[config.mk]
export PLATFORM = sky130hd
export DESIGN_NAME = fan_duty_controller_unit_flat
export DESIGN_NICKNAME = d
export VERILOG_FILES = /design/src/rtl/fdc_pkg.sv /design/src/rtl/fdc_req_if.sv /design/src/rtl/fdc_rsp_if.sv /design/src/rtl/fan_duty_controller_unit.sv /design/src/flat_wrapper.sv
export SDC_FILE = /design/constraint.sdc
export NUM_CORES = 1
export LEC_CHECK = 0
export ABC_AREA = 1
export ABC_CLOCK_PERIOD_IN_PS = 8000
export BUFFER_PORTS_ARGS = -buffer_cell sky130_fd_sc_hd__buf_2
export CORE_AREA = 3 3 206 208
export DETAILED_ROUTE_END_ITERATION = 10
export DIE_AREA = 0 0 209 211
export GPL_TIMING_DRIVEN = 0
export HOLD_SLACK_MARGIN = 0.05
export PLACE_DENSITY = 0.66
export SETUP_SLACK_MARGIN = 0.15
export SLEW_MARGIN = 5
export SYNTH_ARGS = -nofsm -noshare
export SYNTH_HDL_FRONTEND = slang
export SYNTH_SLANG_ARGS = --single-unit
[constraint.sdc]
create_clock -name clock -period 8 [get_ports clock]
set_input_delay 1.6 -clock clock [delete_from_list [all_inputs] [get_ports clock]]
set_output_delay 1.6 -clock clock [all_outputs]
set_load 0.05 [all_outputs]
[src/rtl/fdc_pkg.sv]
// ----------------------------------------------------------------------------
// fdc_pkg
// Shared types and constants of the fan duty controller: sequencer states,
// register indexes, duty widths and scaling constants.
// ----------------------------------------------------------------------------
package fdc_pkg;

   localparam int DUTY_W    = 7;
   localparam int CODE_W    = 8;
   localparam int DBAND_W   = 6;
   localparam int CSR_IDX_W = 3;

   // register indexes on the csr port
   localparam logic [CSR_IDX_W-1:0] CSR_MIN_TEMP  = 3'd0;
   localparam logic [CSR_IDX_W-1:0] CSR_FULL_TEMP = 3'd1;
   localparam logic [CSR_IDX_W-1:0] CSR_DEADBAND  = 3'd2;
   localparam logic [CSR_IDX_W-1:0] CSR_MIN_DUTY  = 3'd3;
   localparam logic [CSR_IDX_W-1:0] CSR_SLEW_STEP = 3'd4;

   // register reset values
   localparam int RST_MIN_TEMP  = 40;
   localparam int RST_FULL_TEMP = 80;
   localparam logic [DBAND_W-1:0] RST_DEADBAND  = 6'd2;
   localparam logic [DUTY_W-1:0]  RST_MIN_DUTY  = 7'd20;
   localparam logic [DUTY_W-1:0]  RST_SLEW_STEP = 7'd2;

   localparam logic [DUTY_W-1:0] DUTY_FULL = 7'd100;
   localparam int CURVE_TOP = 100;

   // serial multiply over the min_duty bits, serial divide over the quotient bits
   localparam int MUL_STEPS = DUTY_W;
   localparam int QUO_W     = 8;

   // percent to 0..255 code: floor((p*255 + 50) / 100) by reciprocal
   localparam int CODE_BIAS   = 50;
   localparam int RECIP_100   = 41944;
   localparam int RECIP_SHIFT = 22;

   typedef enum logic [2:0] {
      S_IDLE,
      S_EVAL,
      S_MUL,
      S_PREP,
      S_DIV,
      S_SLEW,
      S_CODE
   } state_type;

endpackage

[src/rtl/fdc_req_if.sv]
// ----------------------------------------------------------------------------
// fdc_req_if
// Request channel of the fan duty controller: one beat per control tick,
// carrying the CPU and GPU temperatures.
// ----------------------------------------------------------------------------
interface fdc_req_if #(
   parameter int TEMP_WIDTH = 8
);
   logic                  valid;
   logic                  ready;
   logic [TEMP_WIDTH-1:0] cpu_temp;
   logic [TEMP_WIDTH-1:0] gfx_temp;

   modport source (output valid, output cpu_temp, output gfx_temp, input ready);
   modport sink   (input valid, input cpu_temp, input gfx_temp, output ready);
endinterface

[src/rtl/fdc_rsp_if.sv]
// ----------------------------------------------------------------------------
// fdc_rsp_if
// Response channel of the fan duty controller: one beat per tick with the
// new duty, its 0..255 code and the change flag.
// ----------------------------------------------------------------------------
interface fdc_rsp_if;
   logic                         valid;
   logic                         ready;
   logic [fdc_pkg::DUTY_W-1:0]   duty_percent;
   logic [fdc_pkg::CODE_W-1:0]   duty_code;
   logic                         changed;

   modport source (output valid, output duty_percent, output duty_code, output changed,
                   input ready);
   modport sink   (input valid, input duty_percent, input duty_code, input changed,
                   output ready);
endinterface

[src/rtl/fan_duty_controller_unit.sv]
// sequence: eval, then on the curve path serial multiply, prep and serial divide,
// then slew and code; other paths go from eval straight to slew
// a new tick is taken only in idle, after the code step, which waits for a free
// response register; the serial multiply and restoring divide share one sequencer
// reset: synchronous active high; registers to defaults, kept duty to 0,
// no response pending
// ----------------------------------------------------------------------------
// fan_duty_controller_unit
// Fan duty from the hotter of two temperatures: hysteresis around the curve start,
// linear curve, half-up rounding, slew limit toward target; full temp jumps to full.
// ----------------------------------------------------------------------------
module fan_duty_controller_unit #(
   parameter int TEMP_WIDTH = 8
) (
   input  logic                             clock,
   input  logic                             reset,
   fdc_req_if.sink                          req_ch,
   fdc_rsp_if.source                        rsp_ch,
   input  logic                             csr_we,
   input  logic [fdc_pkg::CSR_IDX_W-1:0]    csr_index,
   input  logic [TEMP_WIDTH-1:0]            csr_wdata
);
   import fdc_pkg::*;

   localparam int PROD_W = DUTY_W + TEMP_WIDTH;
   localparam int DIVD_W = TEMP_WIDTH + 9;
   localparam int REM_W  = TEMP_WIDTH + 2;
   localparam int CNT_W  = $clog2(QUO_W);

   state_type state_ff, state_in;

   logic [TEMP_WIDTH-1:0] min_temp_ff, full_temp_ff;
   logic [DBAND_W-1:0]    deadband_ff;
   logic [DUTY_W-1:0]     min_duty_ff, slew_step_ff;

   logic [DUTY_W-1:0]     last_duty_ff, last_duty_in;
   logic [TEMP_WIDTH-1:0] temp_ff, temp_in;
   logic [CNT_W-1:0]      cnt_ff, cnt_in;
   logic [DUTY_W-1:0]     mul_sh_ff, mul_sh_in;
   logic [PROD_W-1:0]     mcand_ff, mcand_in;
   logic [PROD_W-1:0]     acc_ff, acc_in;
   logic [REM_W-1:0]      rem_ff, rem_in;
   logic [QUO_W-1:0]      dq_ff, dq_in;
   logic [DUTY_W-1:0]     target_ff, target_in;
   logic                  full_ff, full_in;
   logic [DUTY_W-1:0]     next_ff, next_in;
   logic                  changed_ff, changed_in;
   logic                  rsp_valid_ff, rsp_valid_in;
   logic [DUTY_W-1:0]     rsp_duty_ff, rsp_duty_in;
   logic [CODE_W-1:0]     rsp_code_ff, rsp_code_in;
   logic                  rsp_changed_ff, rsp_changed_in;

   // evaluation terms
   logic [TEMP_WIDTH-1:0] hot_temp;
   logic [TEMP_WIDTH:0]   temp_ext, lo_ext, on_edge;
   logic                  go_full, off_band, at_low, mul_done, div_done, rsp_free;
   logic [TEMP_WIDTH-1:0] span, rise;
   logic [DIVD_W-1:0]     numer, dividend;
   logic [REM_W:0]        trial, div2;
   logic                  fits;
   logic [QUO_W-1:0]      quo;
   logic [DUTY_W:0]       tgt_ext, last_ext, diff, move, sum;
   logic [DUTY_W:0]       step_ext;
   logic [DUTY_W-1:0]     slew_next;
   logic [14:0]           scaled;
   logic [31:0]           code_prod;

   assign req_ch.ready        = (state_ff == S_IDLE);
   assign rsp_ch.valid        = rsp_valid_ff;
   assign rsp_ch.duty_percent = rsp_duty_ff;
   assign rsp_ch.duty_code    = rsp_code_ff;
   assign rsp_ch.changed      = rsp_changed_ff;

   assign hot_temp = (req_ch.cpu_temp > req_ch.gfx_temp) ? req_ch.cpu_temp : req_ch.gfx_temp;
   assign temp_ext = {1'b0, temp_ff};
   assign lo_ext   = {1'b0, min_temp_ff};
   assign on_edge  = lo_ext + (TEMP_WIDTH+1)'(deadband_ff);
   assign go_full  = (temp_ff >= full_temp_ff);
   // off edge min_temp - deadband compared without going signed
   assign off_band = (last_duty_ff == '0) ? (temp_ext <= on_edge)
                   : ((temp_ext + (TEMP_WIDTH+1)'(deadband_ff)) < lo_ext);
   assign at_low   = (temp_ff <= min_temp_ff);
   assign mul_done = (cnt_ff == CNT_W'(MUL_STEPS - 1));
   assign div_done = (cnt_ff == CNT_W'(QUO_W - 1));
   assign rsp_free = !rsp_valid_ff || rsp_ch.ready;

   // curve: N = min_duty*(max-t) + 100*(t-min), target = floor((2N+D)/(2D))
   assign span     = full_temp_ff - min_temp_ff;
   assign rise     = temp_ff - min_temp_ff;
   assign numer    = DIVD_W'(acc_ff) + DIVD_W'(rise) * DIVD_W'(CURVE_TOP);
   assign dividend = {numer[DIVD_W-2:0], 1'b0} + DIVD_W'(span);
   assign div2     = (REM_W+1)'({span, 1'b0});
   assign trial    = {rem_ff, dq_ff[QUO_W-1]};
   assign fits     = (trial >= div2);
   assign quo      = {dq_ff[QUO_W-2:0], fits};

   // slew limit toward target, or full duty at once when at full temperature
   assign tgt_ext  = {1'b0, target_ff};
   assign last_ext = {1'b0, last_duty_ff};
   assign step_ext = {1'b0, slew_step_ff};
   always_comb begin
      diff      = '0;
      move      = '0;
      sum       = '0;
      slew_next = last_duty_ff;
      if (full_ff) begin
         slew_next = DUTY_FULL;
      end else if (tgt_ext > last_ext) begin
         diff      = tgt_ext - last_ext;
         move      = (diff < step_ext) ? diff : step_ext;
         sum       = last_ext + move;
         slew_next = (sum > {1'b0, DUTY_FULL}) ? DUTY_FULL : sum[DUTY_W-1:0];
      end else if (tgt_ext < last_ext) begin
         diff      = last_ext - tgt_ext;
         move      = (diff < step_ext) ? diff : step_ext;
         sum       = last_ext - move;
         slew_next = sum[DUTY_W-1:0];
      end
   end

   assign scaled    = (15'(next_ff) << 8) - 15'(next_ff) + 15'(CODE_BIAS);
   assign code_prod = 32'(scaled) * 32'(RECIP_100);

   // next state
   always_comb begin
      state_in = state_ff;
      unique case (state_ff)
         S_IDLE: begin
            if (req_ch.valid) state_in = S_EVAL;
         end
         S_EVAL: begin
            if (go_full || off_band || at_low) state_in = S_SLEW;
            else state_in = S_MUL;
         end
         S_MUL: begin
            if (mul_done) state_in = S_PREP;
         end
         S_PREP: state_in = S_DIV;
         S_DIV: begin
            if (div_done) state_in = S_SLEW;
         end
         S_SLEW: state_in = S_CODE;
         S_CODE: begin
            if (rsp_free) state_in = S_IDLE;
         end
         default: state_in = S_IDLE;
      endcase
   end

   // datapath
   always_comb begin
      last_duty_in   = last_duty_ff;
      temp_in        = temp_ff;
      cnt_in         = cnt_ff;
      mul_sh_in      = mul_sh_ff;
      mcand_in       = mcand_ff;
      acc_in         = acc_ff;
      rem_in         = rem_ff;
      dq_in          = dq_ff;
      target_in      = target_ff;
      full_in        = full_ff;
      next_in        = next_ff;
      changed_in     = changed_ff;
      rsp_valid_in   = rsp_valid_ff && !rsp_ch.ready;
      rsp_duty_in    = rsp_duty_ff;
      rsp_code_in    = rsp_code_ff;
      rsp_changed_in = rsp_changed_ff;
      unique case (state_ff)
         S_IDLE: begin
            temp_in = hot_temp;
         end
         S_EVAL: begin
            full_in   = go_full;
            target_in = at_low ? min_duty_ff : '0;
            if (off_band) target_in = '0;
            mul_sh_in = min_duty_ff;
            mcand_in  = PROD_W'(full_temp_ff - temp_ff);
            acc_in    = '0;
            cnt_in    = '0;
         end
         S_MUL: begin
            acc_in    = acc_ff + (mul_sh_ff[0] ? mcand_ff : '0);
            mul_sh_in = mul_sh_ff >> 1;
            mcand_in  = mcand_ff << 1;
            cnt_in    = cnt_ff + 1'b1;
         end
         S_PREP: begin
            rem_in = REM_W'(dividend >> QUO_W);
            dq_in  = dividend[QUO_W-1:0];
            cnt_in = '0;
         end
         S_DIV: begin
            rem_in = fits ? REM_W'(trial - div2) : REM_W'(trial);
            dq_in  = quo;
            cnt_in = cnt_ff + 1'b1;
            target_in = (quo > QUO_W'(DUTY_FULL)) ? DUTY_FULL : quo[DUTY_W-1:0];
         end
         S_SLEW: begin
            next_in      = slew_next;
            changed_in   = (slew_next != last_duty_ff);
            last_duty_in = slew_next;
         end
         S_CODE: begin
            if (rsp_free) begin
               rsp_valid_in   = 1'b1;
               rsp_duty_in    = next_ff;
               rsp_code_in    = CODE_W'(code_prod >> RECIP_SHIFT);
               rsp_changed_in = changed_ff;
            end
         end
         default: ;
      endcase
   end

   always_ff @(posedge clock) begin
      if (reset) begin
         state_ff     <= S_IDLE;
         last_duty_ff <= '0;
         rsp_valid_ff <= 1'b0;
      end else begin
         state_ff     <= state_in;
         last_duty_ff <= last_duty_in;
         rsp_valid_ff <= rsp_valid_in;
      end
   end

   always_ff @(posedge clock) begin
      temp_ff        <= temp_in;
      cnt_ff         <= cnt_in;
      mul_sh_ff      <= mul_sh_in;
      mcand_ff       <= mcand_in;
      acc_ff         <= acc_in;
      rem_ff         <= rem_in;
      dq_ff          <= dq_in;
      target_ff      <= target_in;
      full_ff        <= full_in;
      next_ff        <= next_in;
      changed_ff     <= changed_in;
      rsp_duty_ff    <= rsp_duty_in;
      rsp_code_ff    <= rsp_code_in;
      rsp_changed_ff <= rsp_changed_in;
   end

   // configuration registers
   always_ff @(posedge clock) begin
      if (reset) begin
         min_temp_ff  <= TEMP_WIDTH'(RST_MIN_TEMP);
         full_temp_ff <= TEMP_WIDTH'(RST_FULL_TEMP);
         deadband_ff  <= RST_DEADBAND;
         min_duty_ff  <= RST_MIN_DUTY;
         slew_step_ff <= RST_SLEW_STEP;
      end else if (csr_we) begin
         unique case (csr_index)
            CSR_MIN_TEMP:  min_temp_ff  <= csr_wdata;
            CSR_FULL_TEMP: full_temp_ff <= csr_wdata;
            CSR_DEADBAND:  deadband_ff  <= csr_wdata[DBAND_W-1:0];
            CSR_MIN_DUTY:  min_duty_ff  <= csr_wdata[DUTY_W-1:0];
            CSR_SLEW_STEP: slew_step_ff <= csr_wdata[DUTY_W-1:0];
            default: ;
         endcase
      end
   end

`ifndef SYNTH
   a_duty_range: assert property (@(posedge clock) disable iff (reset)
      last_duty_ff <= DUTY_FULL)
      else $error("kept duty above full scale");

   a_rsp_from_code: assert property (@(posedge clock) disable iff (reset)
      $rose(rsp_valid_ff) |-> $past(state_ff) == S_CODE)
      else $error("response raised outside the code step");

   a_div_rem: assert property (@(posedge clock) disable iff (reset)
      state_ff == S_DIV |-> (REM_W+1)'(rem_ff) < div2)
      else $error("divider remainder not below divisor");

   a_changed_flag: assert property (@(posedge clock) disable iff (reset)
      state_ff == S_SLEW |=> changed_ff == (next_ff != $past(last_duty_ff)))
      else $error("change flag does not match duty update");
`endif

endmodule
[src/flat_wrapper.sv]
// flat-port wrapper written by rule: the top's interface ports become plain ports
module fan_duty_controller_unit_flat import fdc_pkg::*;
#(
   parameter int TEMP_WIDTH = 8
)
  (clock, reset, csr_we, csr_index, csr_wdata, req_ch_valid, req_ch_cpu_temp, req_ch_gfx_temp, req_ch_ready, rsp_ch_valid, rsp_ch_duty_percent, rsp_ch_duty_code, rsp_ch_changed, rsp_ch_ready);
  fdc_req_if #(.TEMP_WIDTH(TEMP_WIDTH)) req_ch_i ();
  fdc_rsp_if rsp_ch_i ();
  input  logic clock;
  input  logic reset;
  input  logic csr_we;
  input  logic [fdc_pkg::CSR_IDX_W-1:0] csr_index;
  input  logic [TEMP_WIDTH-1:0] csr_wdata;
  input wire logic [$bits(req_ch_i.valid)-1:0] req_ch_valid;
  input wire logic [$bits(req_ch_i.cpu_temp)-1:0] req_ch_cpu_temp;
  input wire logic [$bits(req_ch_i.gfx_temp)-1:0] req_ch_gfx_temp;
  output wire logic [$bits(req_ch_i.ready)-1:0] req_ch_ready;
  output wire logic [$bits(rsp_ch_i.valid)-1:0] rsp_ch_valid;
  output wire logic [$bits(rsp_ch_i.duty_percent)-1:0] rsp_ch_duty_percent;
  output wire logic [$bits(rsp_ch_i.duty_code)-1:0] rsp_ch_duty_code;
  output wire logic [$bits(rsp_ch_i.changed)-1:0] rsp_ch_changed;
  input wire logic [$bits(rsp_ch_i.ready)-1:0] rsp_ch_ready;
  assign req_ch_i.valid = req_ch_valid;
  assign req_ch_i.cpu_temp = req_ch_cpu_temp;
  assign req_ch_i.gfx_temp = req_ch_gfx_temp;
  assign req_ch_ready = req_ch_i.ready;
  assign rsp_ch_valid = rsp_ch_i.valid;
  assign rsp_ch_duty_percent = rsp_ch_i.duty_percent;
  assign rsp_ch_duty_code = rsp_ch_i.duty_code;
  assign rsp_ch_changed = rsp_ch_i.changed;
  assign rsp_ch_i.ready = rsp_ch_ready;
  fan_duty_controller_unit #(.TEMP_WIDTH(TEMP_WIDTH)) u_core (.clock(clock), .reset(reset), .req_ch(req_ch_i), .rsp_ch(rsp_ch_i), .csr_we(csr_we), .csr_index(csr_index), .csr_wdata(csr_wdata));
endmodule
==> run metrics, run 1 <==
status finished, final reports clean; hold_buf cts 0; post-CTS sizing 0; share of cells above drive strength 1 between 6 and 7%; Slew @ Worst Pin ~1.3 ns; Synth Cell Area about 16000 um^2; syn nets about 2400; CP arrival approximately 6.6 ns; per-cell routed wire length between 10 and 15 um; total negative setup slack 0 ns; vias in the first global route 13565; CP max FO 7; Post-DP HPWL 33000 um; RSZ-0062 raised after global routing false; Max Slew Vio Count 0; DRT antenna net count 0; syn_area_per_cell about 8 um^2; 1st-iter DRT viols 860; I/O Pins 50; fmax between 150 and 200 MHz; CP endpoint u_core.rsp_ch.duty_code[7]; most frequent CP cell fa_1; RD Place Congestion just over 0.9; Port Buffers between 40 and 50; Worst Setup End Kind flip-flop; GRT Overall Usage ~18%; clock-pin slew on the worst setup and hold paths around 0.070 ns; YS warnings 0; clock root buffer clkbuf_16; CP max stage delay roughly 0.83 ns; grt ovf 0; Synth Flop Type edfxtp_1; DRC 0; area of the die approximately 44000 um^2; Worst Setup SP u_core.next_ff[0]; crit-path cells clkbuf_1 -> inv_1 -> ha_1 -> o311a_1 -> nand2_1 -> xor2_1 -> ha_1 -> fa_1 -> inv_1 -> fa_1 -> inv_1 -> fa_1 -> fa_1 -> ha_1 -> a21oi_1 -> o21a_1 -> nor2_1 -> nor2_1 -> o21ai_0 -> nand3_1 -> nand2_1 -> nand2_1 -> nand3_1 -> xor2_1; Vias 13546; slowest stage cell, crit path xor2_1; Critical Path RT 8.20 ns; #FFs+latches synth about 150; Max-cap violations 0; clk_lat worst skew approximately 0.45 ns; Worst R2R End u_core.rsp_ch.duty_code[7]; total wire length 39800 um; reg-to-reg slack, setup between 1.5 and 2 ns; cts bufs inserted 17; critical path class flip-flop to flip-flop; Core Area about 41000 um^2; Hold Path Class flip-flop to flip-flop; Tmin final 6.42 ns; vias per cell around 5.1; Layout area overhead 9.83%; H-Tree Depth 4; CP startpoint kind flip-flop; pin count of the biggest net entering global routing 37; Rel. slew slack between 10% and 20%; CTS tree built; FFs w/ async S/R, synth 0%; post-route clock period utilization around 80%; number of synthesized flops with an enable pin 98; clk buf depth 2; antenna violations before repair 0; fin nets 2507; post-synthesis cell type count 55; Setup Skew 0.0174 ns; Chip Width 209 um; worst reg2reg startpoint u_core.next_ff[0]; R2R cell count 24; post-synthesis instance total slightly above 2000; Sinks on Clock Net about 150; antenna cells 0; first-pass iteration count of the detailed router 5; Post CTS Setup Buffer Count 0; # rows 74; Hold Vio Cnt, Final 0; Die Y roughly 210 um; first-pass GRT wire length around 66000 um; Final Setup Violations 0; register area share after synthesis about a quarter; initial core utilization between 30% and 40%
[cell usage after synthesis, types with 4 or more instances]
master | number | area (um^2)
o31ai_1 | 6 | 45.0
clkinv_1 | 4 | 15.0
dfxtp_1 | 47 | 941
o21bai_1 | 8 | 60.1
nor3_1 | 22 | 110
or2_2 | 5 | 31.3
a21o_1 | 8 | 60.1
buf_6 | 4 | 45.0
nand2_1 | 360 | 1350
edfxtp_1 | 98 | 2940
nand4_1 | 21 | 131
inv_2 | 7 | 26.3
a21oi_1 | 161 | 806
xnor2_1 | 24 | 210
a211oi_1 | 4 | 30.0
fa_1 | 83 | 1660
a31oi_1 | 9 | 56.3
xor2_1 | 68 | 596
a21oi_2 | 7 | 61.3
o21a_1 | 7 | 52.6
o211ai_1 | 7 | 52.6
nand3b_1 | 8 | 60.1
nor2_1 | 137 | 514
clkbuf_1 | 21 | 78.8
nand2_2 | 7 | 43.8
inv_1 | 387 | 1450
ha_1 | 269 | 3370
o21ai_1 | 14 | 70.1
nand3_1 | 95 | 475
o21ai_0 | 116 | 581
[worst min path at each step]
stage                       from                     to  cells after the start
5_1_grt        u_core.changed_ff  u_core.rsp_ch.changed                      0
4_1_cts        u_core.changed_ff  u_core.rsp_ch.changed                      0
6_report       u_core.changed_ff  u_core.rsp_ch.changed                      0
3_5_place_dp   u_core.changed_ff  u_core.rsp_ch.changed                      0
2_1_floorplan  u_core.changed_ff  u_core.rsp_ch.changed                      0
3_3_place_gp   u_core.changed_ff  u_core.rsp_ch.changed                      0
[layout make-up]
class,instances,area [um^2]
Multi-Input combinational cell,1482,10800
Timing Repair Buffer,51,290
Buffer,28,139
Sequential cell,145,3880
Clock buffer,19,433
Clock inverter,13,200
Tap cell,532,666
Fill cell,4086,22900
Inverter,398,1490
[cells by family after synthesis]
group           Yosys count  share of synthesized area (%)
simple gates            674                           17.7
compound gates          363                           12.5
flops                   145                           23.9
buf+inv                 426                           10.0
xor+xnor                 93                           5.05
fa+ha+maj               352                           30.9
[flip-flops by register name, indices dropped and copies added (netlist names), 6 cells and up]
| signal | count |
|---|---|
| u_core.acc_ff | 15 |
| u_core.deadband_ff | 6 |
| u_core.dq_ff | 8 |
| u_core.full_temp_ff | 8 |
| u_core.last_duty_ff | 7 |
| u_core.mcand_ff | 15 |
| u_core.min_duty_ff | 7 |
| u_core.min_temp_ff | 8 |
| u_core.mul_sh_ff | 7 |
| u_core.next_ff | 7 |
| u_core.rem_ff | 10 |
| u_core.rsp_ch.duty_code | 8 |
| u_core.rsp_ch.duty_percent | 7 |
| u_core.slew_step_ff | 7 |
| u_core.target_ff | 7 |
| u_core.temp_ff | 8 |
[per-stage QoR]
step / worst slack [ns] / utilization (%) / hold slack [ns] / instances / cell area, um^2
final: 1.58 / 43.9 / 0.431 / 2668 / 17900
after global routing: 1.13 / 43.9 / 0.441 / 2668 / 17900
after CTS: 1.52 / 43.9 / 0.434 / 2668 / 17900
after detailed placement: 1.56 / 42.3 / 0.425 / 2636 / 17200
after global placement: 1.55 / 42.2 / 0.406 / 2633 / 17200
after floorplan: 2.33 / - / 0.400 / 2053 / 16300
[per-layer routing]
layer / global-route usage (%) / wire, um / vias up
met5: 0 / 0 / -
met4: 5.80 / 1010 / 0
met3: 2.67 / 1520 / 67
met2: 32.0 / 19200 / 258
met1: 23.9 / 18100 / 6340
li1: - / - / 6881
[cells in the final DEF (no fill, tap or decap), types with 68 or more instances in the layout]
master / count
o21ai_0: 115
a21oi_1: 160
nand3_1: 95
nand2_1: 359
xor2_1: 68
fa_1: 83
edfxtp_1: 98
ha_1: 269
nor2_1: 137
inv_1: 387
[worst max-delay path, delay by kind of cell, from the launching register on]
kind                     cells  cell delay (ns)
adder cells (fa/ha/maj)      7             3.05
XOR/XNOR                     2             0.97
AND/OR/NAND/NOR              7             0.56
buffers and inverters        4             0.55
AO/OA/AOI/OAI                4             0.55
flip-flops                   1             0.49
Power of run 1 is left out: the tool's default activity adds up to more than one toggle a clock period on the data nets, which glitch-free logic cannot reach.
==> run 2: changes to the inputs <==
- ABC_CLOCK_PERIOD_IN_PS: 8000 -> 5200
- PLACE_DENSITY: 0.66 -> 0.68
- clock period: 8 -> 5.2 ns (I/O delays scaled with it)
==> run 2 against run 1 <==
Effect of this change: the run now ends with setup timing left; sequential cell count stayed put; via count is 5.6% higher; critical path depth stayed put; final cell count is 3.7% higher; sequential share of layout area is 2.2 points lower; core utilization is 5.2 points higher; wire length is 7.3% higher; critical path type unchanged; largest cell class unchanged.
==> run metrics, run 2 (same netlist as run 1, synthesis figures left out) <==
status finished with violations; failing checks setup timing; leading cell type in the layout, fill and taps excluded inv_1; total negative setup slack -1.23 ns (-1.23 ns); pre-CTS setup slack -0.746 ns (-2.30 ns); 1st-iter DRT viols 947 (+10%); area of the die 44100 um^2 (unchanged); most frequent cells in the layout inv_1 (352), nand2_1 (324), ha_1 (232), a21oi_1 (137), nor2_1 (123); Die Y 211 um (unchanged); clk_lat worst skew 0.46 ns (about the same); Chip Width 209 um (unchanged); total wire length 42700 um (+7.3%); slowest stage cell, crit path fa_2; Final Setup Violations 9 (+9); hold_buf cts 0 (unchanged); Setup Skew 0.0204 ns (+0.00293 ns); first-pass iteration count of the detailed router 5 (unchanged); GRT Overall Usage 18.8% (+0.36 points); post-route clock period utilization 104% (+24 points); Rel. slew slack 25.0% (+10 points); Max-cap violations 0 (unchanged); most frequent CP cell fa_1; Hold Vio Cnt, Final 0 (unchanged); Worst Setup End Kind flip-flop; CP endpoint u_core.rsp_ch.duty_code[7]; RSZ-0062 raised after global routing true; clock-pin slew on the worst setup and hold paths 0.08 ns (about the same); pin count of the biggest net entering global routing 38 (+2.7%); CP arrival 5.63 ns (-0.99 ns); Hold Path Class flip-flop to flip-flop; Layout area overhead 22.8%; DRC 0 (unchanged); fin nets 2606 (+3.9%); Sinks on Clock Net 145 (unchanged); cts bufs inserted 17 (unchanged); # rows 74 (unchanged); Max Slew Vio Count 0 (unchanged); RD Place Congestion 0.898 (-1.2%); reg-to-reg slack, setup -0.22 ns (-1.80 ns); antenna violations before repair 0 (unchanged); Worst R2R End u_core.rsp_ch.duty_code[7]; Slew @ Worst Pin 1.12 ns (-0.144 ns); Critical Path RT 5.41 ns (-2.79 ns); antenna cells 0 (unchanged); I/O Pins 50 (unchanged); Vias 14307 (+5.6%); Post-DP HPWL 32400 um (-1.6%); slack of the critical path -0.223 ns (-1.80 ns); CP max stage delay 0.62 ns (-0.21 ns); vias per cell 5.17 (+1.8%); critical path class flip-flop to flip-flop; Tmin final 5.42 ns (-0.997 ns); CTS tree built; CP startpoint kind flip-flop; crit-path cells nor2_4 -> inv_2 -> o311a_4 -> nand2_4 -> xor2_4 -> buf_12 -> ha_4 -> fa_1 -> inv_1 -> fa_1 -> inv_1 -> fa_1 -> fa_2 -> ha_4 -> a21oi_2 -> o21a_1 -> nor2_1 -> nor2_1 -> o21ai_2 -> nand3_1 -> nand2_2 -> nand2_2 -> nand3_2 -> xor2_1; first-pass GRT wire length 68000 um (+2.4%); per-cell routed wire length 15.4 um (+3.5%); fmax 184 MHz (+18%); R2R cell count 24 (unchanged); worst reg2reg startpoint u_core.next_ff[2]; Util after Layout 49.0% (+5.2 points); grt ovf 0 (unchanged); vias in the first global route 14262 (+5.1%); DRT antenna net count 0 (unchanged); clk buf depth 2 (unchanged); initial core utilization 39.9% (unchanged); share of cells above drive strength 1 20.4% (+14 points); Core Area 40700 um^2 (unchanged); CP max FO 5 (-2); largest registers u_core.acc_ff (15), u_core.mcand_ff (15), u_core.rem_ff (10); Worst Setup SP u_core.next_ff[2]; Port Buffers 48 (unchanged); H-Tree Depth 4 (unchanged); clock root buffer clkbuf_16
## run 2: cell types whose count changed in the layout (fill, tap and decap cells not counted), moves of 23 or more
cell,previous run,this run
o21ai_0,115,92
nand2_1,359,324
inv_1,387,352
a21oi_1,160,137
nand2_2,8,36
ha_4,0,32
inv_2,7,35
buf_4,0,80
ha_1,269,232
## run 2: worst max-delay path, delay by kind of cell (launching register included)
family	cells	cell delay [ns]
buffers and inverters	4	0.31
xor gates and xnor gates	2	0.31
adders and majority gates	6	2.60
and+or+nand+nor	8	0.77
DFF	1	0.46
AOI/OAI and AO/OA	4	0.73
## run 2: layout make-up
| class | instances | area, um^2 |
|---|---|---|
| plain buffers | 28 | 158 |
| clock buffers | 17 | 425 |
| clock inverters | 15 | 186 |
| fillers | 3759 | 20800 |
| inverters | 398 | 1520 |
| multi-input cells | 1482 | 12000 |
| flip-flops and latches | 145 | 3890 |
| well taps | 532 | 666 |
| repair buffers | 150 | 1140 |
## run 2: worst min path at each step
stage / start / end / cells after the start
6_report: u_core.changed_ff / u_core.rsp_ch.changed / 0
5_1_grt: u_core.changed_ff / u_core.rsp_ch.changed / 0
4_1_cts: u_core.changed_ff / u_core.rsp_ch.changed / 0
3_5_place_dp: u_core.changed_ff / u_core.rsp_ch.changed / 0
3_3_place_gp: u_core.changed_ff / u_core.rsp_ch.changed / 0
2_1_floorplan: u_core.changed_ff / u_core.rsp_ch.changed / 0
## run 2: repair_timing
action	CTS	global route
cloned	0	1
resized for setup	135	153
buffers inserted	62	37
endpoints found under the setup margin	23	20
pin swaps	103	105
## run 2: layer usage
layer | track usage (%) | part of all wire [%] | wire [um]
met3 | 2.54 | 4.2 | 1800
met5 | 0 | 0 | 0
met2 | 32.9 | 50 | 21300
met1 | 24.3 | 44 | 18700
met4 | 5.57 | 2.3 | 978
## run 2: through the flow
step | area [um^2] | hold slack (ns) | std cells
after global placement | 17300 | 0.408 | 2633
after detailed placement | 17400 | 0.423 | 2635
after global routing | 20000 | 0.475 | 2767
final | 20000 | 0.443 | 2767
after floorplan | 16400 | 0.400 | 2053
after CTS | 19100 | 0.443 | 2729
Power of run 2 is left out for the same reason.
